--- src/hdl/bmp_pkg.sv ---
// Shared widths, codes and control/status structs for the binomial-mod-prime block.
`default_nettype none
package bmp_pkg;

    localparam int VALUE_W     = 31;
    localparam int INDEX_W     = 12;
    localparam int COUNT_W     = 12;
    localparam int BUILT_W     = 13;
    localparam int PROD_W      = 62;
    localparam int TABLE_DEPTH = 4096;
    localparam int DIV_STEPS   = 62;
    localparam int DIV_CNT_W   = 6;

    localparam logic [VALUE_W-1:0] MOD_RESET = 31'd1000000007;
    localparam logic [VALUE_W-1:0] MOD_MIN   = 31'd2;

    localparam logic CMD_BUILD = 1'b0;
    localparam logic CMD_QUERY = 1'b1;

    typedef enum logic [2:0] {
        MUL_F_I       = 3'd0,
        MUL_A_B       = 3'd1,
        MUL_ACC_BASE  = 3'd2,
        MUL_BASE_BASE = 3'd3,
        MUL_C_ACC     = 3'd4
    } mul_sel_t;

    typedef enum logic [2:0] {
        WB_F    = 3'd0,
        WB_DEN  = 3'd1,
        WB_ACC  = 3'd2,
        WB_BASE = 3'd3,
        WB_VAL  = 3'd4
    } wb_sel_t;

    typedef enum logic [1:0] {
        RD_BOTTOM = 2'd0,
        RD_REST   = 2'd1,
        RD_TOP    = 2'd2
    } rd_sel_t;

    typedef enum logic [1:0] {
        CAP_A = 2'd0,
        CAP_B = 2'd1,
        CAP_C = 2'd2
    } cap_sel_t;

    typedef struct packed {
        logic     load;
        logic     binit;
        logic     store;
        logic     mul_en;
        mul_sel_t mul_sel;
        logic     div_start;
        logic     wb_en;
        wb_sel_t  wb_sel;
        logic     strip;
        logic     set_built;
        logic     rd_en;
        rd_sel_t  rd_sel;
        logic     cap_en;
        cap_sel_t cap_sel;
        logic     res_err;
        logic     res_zero;
        logic     out_load;
    } bmp_cmd_t;

    typedef struct packed {
        logic is_query;
        logic top_over;
        logic bot_over;
        logic cnt_mismatch;
        logic i_small;
        logic i_over;
        logic exp_zero;
        logic exp_bit0;
        logic div_done;
        logic strip_again;
        logic out_free;
    } bmp_sts_t;

endpackage
`default_nettype wire

--- src/hdl/bmp_ctrl.sv ---
// Controller state machine sequencing builds, table reads and the Fermat power.
`default_nettype none
module bmp_ctrl (
    input  wire logic                clk,
    input  wire logic                rst_n,
    input  wire logic                in_valid,
    output logic                     in_ready,
    input  wire bmp_pkg::bmp_sts_t   sts,
    output bmp_pkg::bmp_cmd_t        cmd
);

    typedef enum logic [14:0] {
        S_IDLE     = 15'b000000000000001,
        S_DISPATCH = 15'b000000000000010,
        S_B_STORE  = 15'b000000000000100,
        S_B_CHK    = 15'b000000000001000,
        S_Q_RD0    = 15'b000000000010000,
        S_Q_RD1    = 15'b000000000100000,
        S_Q_RD2    = 15'b000000001000000,
        S_Q_RD3    = 15'b000000010000000,
        S_Q_CHK    = 15'b000000100000000,
        S_P_CHK    = 15'b000001000000000,
        S_DIV      = 15'b000010000000000,
        S_WAIT     = 15'b000100000000000,
        S_WB       = 15'b001000000000000,
        S_DONE     = 15'b010000000000000,
        S_SPARE    = 15'b100000000000000
    } state_t;

    typedef enum logic [2:0] {
        J_STRIP = 3'd0,
        J_DEN   = 3'd1,
        J_ACC   = 3'd2,
        J_BASE  = 3'd3,
        J_VAL   = 3'd4
    } job_t;

    state_t state_reg;
    state_t state_next;
    job_t   job_reg;
    job_t   job_next;

    always_ff @(posedge clk or negedge rst_n)
    begin
        if (!rst_n)
        begin
            state_reg <= S_IDLE;
            job_reg   <= J_STRIP;
        end
        else
        begin
            state_reg <= state_next;
            job_reg   <= job_next;
        end
    end

    assign in_ready = state_reg == S_IDLE;

    always_comb
    begin
        cmd        = '0;
        state_next = state_reg;
        job_next   = job_reg;
        unique case (state_reg)
            S_IDLE:
            begin
                if (in_valid)
                begin
                    cmd.load   = 1'b1;
                    state_next = S_DISPATCH;
                end
            end
            S_DISPATCH:
            begin
                priority if (!sts.is_query)
                begin
                    cmd.binit  = 1'b1;
                    state_next = S_B_STORE;
                end
                else if (sts.top_over)
                begin
                    cmd.res_err = 1'b1;
                    state_next  = S_DONE;
                end
                else if (sts.bot_over)
                begin
                    cmd.res_zero = 1'b1;
                    state_next   = S_DONE;
                end
                else
                begin
                    state_next = S_Q_RD0;
                end
            end
            S_B_STORE:
            begin
                cmd.store  = 1'b1;
                state_next = S_B_CHK;
            end
            S_B_CHK:
            begin
                // entries 0 and 1 are always written
                priority if (sts.i_small)
                begin
                    state_next = S_B_STORE;
                end
                else if (sts.i_over)
                begin
                    cmd.set_built = 1'b1;
                    cmd.res_zero  = 1'b1;
                    state_next    = S_DONE;
                end
                else
                begin
                    cmd.mul_en  = 1'b1;
                    cmd.mul_sel = bmp_pkg::MUL_F_I;
                    job_next    = J_STRIP;
                    state_next  = S_DIV;
                end
            end
            S_Q_RD0:
            begin
                cmd.rd_en  = 1'b1;
                cmd.rd_sel = bmp_pkg::RD_BOTTOM;
                state_next = S_Q_RD1;
            end
            S_Q_RD1:
            begin
                cmd.rd_en   = 1'b1;
                cmd.rd_sel  = bmp_pkg::RD_REST;
                cmd.cap_en  = 1'b1;
                cmd.cap_sel = bmp_pkg::CAP_A;
                state_next  = S_Q_RD2;
            end
            S_Q_RD2:
            begin
                cmd.rd_en   = 1'b1;
                cmd.rd_sel  = bmp_pkg::RD_TOP;
                cmd.cap_en  = 1'b1;
                cmd.cap_sel = bmp_pkg::CAP_B;
                state_next  = S_Q_RD3;
            end
            S_Q_RD3:
            begin
                cmd.cap_en  = 1'b1;
                cmd.cap_sel = bmp_pkg::CAP_C;
                state_next  = S_Q_CHK;
            end
            S_Q_CHK:
            begin
                if (sts.cnt_mismatch)
                begin
                    cmd.res_zero = 1'b1;
                    state_next   = S_DONE;
                end
                else
                begin
                    cmd.mul_en  = 1'b1;
                    cmd.mul_sel = bmp_pkg::MUL_A_B;
                    job_next    = J_DEN;
                    state_next  = S_DIV;
                end
            end
            S_P_CHK:
            begin
                cmd.mul_en = 1'b1;
                state_next = S_DIV;
                priority if (sts.exp_zero)
                begin
                    cmd.mul_sel = bmp_pkg::MUL_C_ACC;
                    job_next    = J_VAL;
                end
                else if (sts.exp_bit0)
                begin
                    cmd.mul_sel = bmp_pkg::MUL_ACC_BASE;
                    job_next    = J_ACC;
                end
                else
                begin
                    cmd.mul_sel = bmp_pkg::MUL_BASE_BASE;
                    job_next    = J_BASE;
                end
            end
            S_DIV:
            begin
                cmd.div_start = 1'b1;
                state_next    = S_WAIT;
            end
            S_WAIT:
            begin
                if (sts.div_done)
                    state_next = S_WB;
            end
            S_WB:
            begin
                unique case (job_reg)
                    J_STRIP:
                    begin
                        if (sts.strip_again)
                        begin
                            cmd.strip  = 1'b1;
                            state_next = S_DIV;
                        end
                        else
                        begin
                            cmd.wb_en  = 1'b1;
                            cmd.wb_sel = bmp_pkg::WB_F;
                            state_next = S_B_STORE;
                        end
                    end
                    J_DEN:
                    begin
                        cmd.wb_en  = 1'b1;
                        cmd.wb_sel = bmp_pkg::WB_DEN;
                        state_next = S_P_CHK;
                    end
                    J_ACC:
                    begin
                        // square the old base while the new accumulator lands
                        cmd.wb_en   = 1'b1;
                        cmd.wb_sel  = bmp_pkg::WB_ACC;
                        cmd.mul_en  = 1'b1;
                        cmd.mul_sel = bmp_pkg::MUL_BASE_BASE;
                        job_next    = J_BASE;
                        state_next  = S_DIV;
                    end
                    J_BASE:
                    begin
                        cmd.wb_en  = 1'b1;
                        cmd.wb_sel = bmp_pkg::WB_BASE;
                        state_next = S_P_CHK;
                    end
                    J_VAL:
                    begin
                        cmd.wb_en  = 1'b1;
                        cmd.wb_sel = bmp_pkg::WB_VAL;
                        state_next = S_DONE;
                    end
                    default:
                    begin
                        state_next = S_IDLE;
                    end
                endcase
            end
            S_DONE:
            begin
                if (sts.out_free)
                begin
                    cmd.out_load = 1'b1;
                    state_next   = S_IDLE;
                end
            end
            default:
            begin
                state_next = S_IDLE;
            end
        endcase
    end

endmodule
`default_nettype wire

--- config.mk ---
export PLATFORM = sky130hd
export DESIGN_NAME = bmp_ctrl
export DESIGN_NICKNAME = d
export VERILOG_FILES = /design/src/hdl/bmp_pkg.sv /design/src/hdl/bmp_ctrl.sv
export SDC_FILE = /design/constraint.sdc
export NUM_CORES = 1
export LEC_CHECK = 0
export ABC_AREA = 1
export BUFFER_PORTS_ARGS = -buffer_cell sky130_fd_sc_hd__clkbuf_2
export CORE_UTILIZATION = 55
export DETAILED_ROUTE_END_ITERATION = 12
export PLACE_DENSITY = 0.84
export SLEW_MARGIN = 40
export SYNTH_ARGS = -nofsm -noshare
export SYNTH_HDL_FRONTEND = slang
export SYNTH_SLANG_ARGS = --single-unit
--- constraint.sdc ---
create_clock -name clk -period 4.55 [get_ports clk]
set_input_delay 0.455 -clock clk [delete_from_list [all_inputs] [get_ports clk]]
set_output_delay 0.455 -clock clk [all_outputs]
set_load 0.01 [all_outputs]
==> results.md <==
- The flow ran to the end, and the final reports show no timing, DRC or antenna violations.
- In the finished design, the share of the clock period the worst path needs comes to between 40% and 50%.
- The most area-hungry cell type in the Yosys netlist is dfrtp_1.
- The post-detailed-route via-to-cell ratio is roughly 4.8.
- The synthesis-stage register bit count is 17.
- The longest individual stage delay on the worst path is roughly 430 ps.
- For the worst setup path, the data required time is between 4000 and 5000 ps.
- In this run the standard cell core region covers 2191 µm².
- The total buffers and inverters traversed by the critical path is 3.
- The floorplan step set the die height to approximately 50 µm.
- For this block, the routed nets add up to approximately 2700 µm of wire.
- The post-CTS clock slew at the launch and capture registers of the worst setup and hold paths is 110 ps.
- The fraction of power consumed by combinational cells is approximately 53%.
- After synthesis, the share of cell area in mux cells is 0%.
- The number of antenna repair diodes is 0.
- The timing-limited maximum frequency is between 400 and 500 MHz.
- The synthesized netlist devotes 0% of its cell area to XOR and XNOR gates.
- Summed over all nets, the switching power comes to between 200 and 300 µW.
- Across the run, the number of max-cap violations was 0.
- After floorplanning, the core was divided into 17 placement rows.
- The power density relative to cell area is 405.1 nW/µm².
- Post-CTS repair changed the size of 0 cells.
- Of the total power, registers draw approximately 34%.
- Across the VDD grid, the largest voltage drop is roughly 0.27 mV.
- The number of port buffers is 37.
- Counting every sink on the clock net gives 17.
- In the final routed layout, each cell accounts on average for 10.47 µm.
- The average cell area after synthesis is approximately 6.8 µm².
- Setup repair after global routing left no endpoint under its margin.
- The number of global-route vias before repair is ~1100.
- In this run switching power makes up 46.64% of total power.
- Across the routed clock network, the largest skew measured is roughly 12 ps.
- The sequential fraction of the synthesis area is about 34%.
- The total standard cell area after synthesis is 1267 µm².
- For the pin with the worst max-slew slack, the measured transition is about 450 ps.
- The largest family of logic cells by synthesized area is simple AND/OR/NAND/NOR gates.
- The synthesized design contains 0 enable-type register cells.
- Once placement finished, the instance area stood at around 1500 µm².
- The worst path in the final design needs a cycle of ~2300 ps, including I/O delays and setup.
- Detailed placement finished with a half-perimeter wire length of approximately 2300 µm.
- The weighted congestion at the end of routability-driven global placement is ~0.85.
- The tightest min-delay check is of the input pin to asynchronous set/reset pin type.
- At the later pin of the worst-skew pair, clock insertion delay measures approximately 300 ps.
- The proportion of layout cells with a drive suffix above 1 is ~30%.
- The number of nets still failing antenna checks after routing is 0.
- The internal power of the cells totals 327.5 µW.
- The number of synthesis warnings is 0.
- The fraction of post-synthesis cell area in the top cell type by area is a little under a third.
- The starting DRC count in detailed routing is 27.
- The width of the die is ~50 µm.
- The setup fix buffers added after clock tree synthesis is 0.
- The predominant post-synthesis flop cell is dfrtp_1.
- The synthesized-area fraction occupied by ao, oa, aoi and oai cells is approximately 6.6%.
- The worst register-to-register path begins at state_reg[4].
- Among all stages on the critical path, the largest delay is contributed by dfrtp_1.
- The number of distinct library cells after synthesis is 30.
- The number of design rule violations left after detail routing is 0.
- The register with the most flip-flops in the layout has 14 of them.
- Counting the buffers created by CTS gives 3.
- In this run the worst path has a maximum fanout of 8.
- The final sum of negative setup slack is 0 ps.
- The critical path arrival is between 1500 and 2000 ps.
- The clock root buffer is clkbuf_4.
- The detailed-routing iteration count for the pre-antenna-repair pass is 4.
- For this configuration, the core starts out at a cell density of 57.85%.
- After synthesis, the cell types taking the most area are dfrtp_1 32%, inv_1 12%, nor2_1 10%.
- At the end of the flow, the number of nets in the layout was 243.
- 38 I/O pins were placed.
- The first global-routing pass estimated roughly 4700 µm of wire.
- Once layout is done, the placed cells without fillers occupy 1515 µm².
- The post-synthesis share of cell area spent on and, or, nand and nor gates is a little under half.
- The commonest cells after synthesis are 41 x inv_1, 35 x nor2_1, 34 x nand2_1.
- Summed over all layers, the global routing overflow is 0.
- The area growth from synthesis to layout is 19.55%.
- The number of setup violations in the final report is 0.
- The global-route total usage across every layer is between 20% and 30%.
- After technology mapping, the gate count stands at 187.
- The start-to-end type of the worst setup path is flip-flop to primary output.
- The share of synthesized registers carrying an async set or reset is 100.0%.
- CTS built an H-tree with a depth of 1.
- Entering global routing, the biggest net connects 18 pins.
- The TritonCTS clock tree is yes.
- The adder-cell share of the synthesized area is 0%.
- On the critical path the largest part of the delay comes from simple AND/OR/NAND/NOR gates.
- The endpoint kind of the worst setup timing path is a primary output.
- Of the total power, the clock network draws a little over an eighth.
- Across all layers, the routed design uses between 1000 and 1500 vias.
- The final hold violation count is 0.
- The net count after synthesis is 201.
- inv_1 is the most common cell in the netlist.
- The relative slew slack is a little over two thirds.
- Traced cell by cell, the critical path runs through nor2_2 -> inv_2 -> nor2_8 -> nand2_1 -> nor2_1 -> inv_1 -> o31ai_1 -> clkbuf_2.
- The type of element launching the critical path is a flip-flop.
- Summed over all cells, the static leakage comes to between 1 and 1.5 nW.
- The critical path starts at state_reg[12].
- For this design, the CTS-stage hold fixing added 0 buffers.
- The final number of max-transition violations was 0.
- The die covers 2501 µm².
- The worst-case clock buffer depth is 2.
- The number of antenna violations at the first check in global routing is 0.
==> area by class of cell <==
cell class,instances,area [µm²]
well taps,28,35.03
clock buffers,3,22.52
repair buffers,37,185.2
fillers,198,675.6
clock inverters,1,5.005
multi-input cells,123,661.9
inverters,47,178.9
flip-flops and latches,17,426.7
==> power by group through the flow <==
stage / clock [mW] / sequential, mW / combinational [mW]
final: 0.0828 / 0.208 / 0.323
after global routing: 0.0913 / 0.213 / 0.362
after CTS: 0.0861 / 0.208 / 0.326
after global placement: 0 / 0.209 / 0.319
after detailed placement: 0 / 0.211 / 0.325
after floorplan: 0 / 0.206 / 0.252
==> metrics by stage <==
stage | hold WS [ps] | utilization [%] | cells | total power, mW | setup WS, ps
2_1_floorplan | 159.4 | - | 187 | 0.4588 | 2736
3_3_place_gp | 412.7 | 67.90 | 252 | 0.5281 | 2659
3_5_place_dp | 419.4 | 67.90 | 252 | 0.5365 | 2608
4_1_cts | 81.97 | 69.16 | 256 | 0.6204 | 2254
5_1_grt | 102.7 | 69.16 | 256 | 0.6671 | 2116
6_report | 79.15 | 69.16 | 256 | 0.6137 | 2279
==> placed cells by master, fill, tap and decap left out, types with 2 or more instances in the layout <==
cell type | Yosys | final
nor2_8 | 2 | 2
nand2_2 | 2 | 2
nand2_1 | 34 | 34
clkbuf_2 | 0 | 37
inv_2 | 5 | 5
nor2_2 | 6 | 6
nor3_1 | 6 | 6
clkbuf_4 | 0 | 3
nand2_4 | 4 | 4
inv_1 | 41 | 41
nor2_1 | 35 | 35
nand4_1 | 3 | 3
nor2_4 | 3 | 3
dfrtp_1 | 16 | 16
nand3_1 | 13 | 13
==> cell families after synthesis <==
family | count (synthesis)
buffers and inverters | 47
AO/OA/AOI/OAI | 11
AND/OR/NAND/NOR | 112
flip-flops | 17
==> path summary, 6_finish.rpt <==
kind	endpoint	slack, ps	cells after the start
worst max register to register	job_reg[0]	2960	9
worst min register to register	job_reg[0]	510	1
min in group clk	state_reg[4]	410	4
worst max-delay path	cmd[1]	2280	8
max in group asynchronous	state_reg[0]	4140	1
worst min-delay path	state_reg[13]	80	1
==> layer usage <==
layer | up-vias | GRT usage (%) | share of wire, %
li1 | 649 | - | -
met1 | 539 | 30.43 | 48
met2 | 29 | 43.78 | 47
met3 | 4 | 3.704 | 3.3
met4 | 0 | 11.43 | 1.8
met5 | - | 0 | 0
Power figures use the tool's default switching activity.
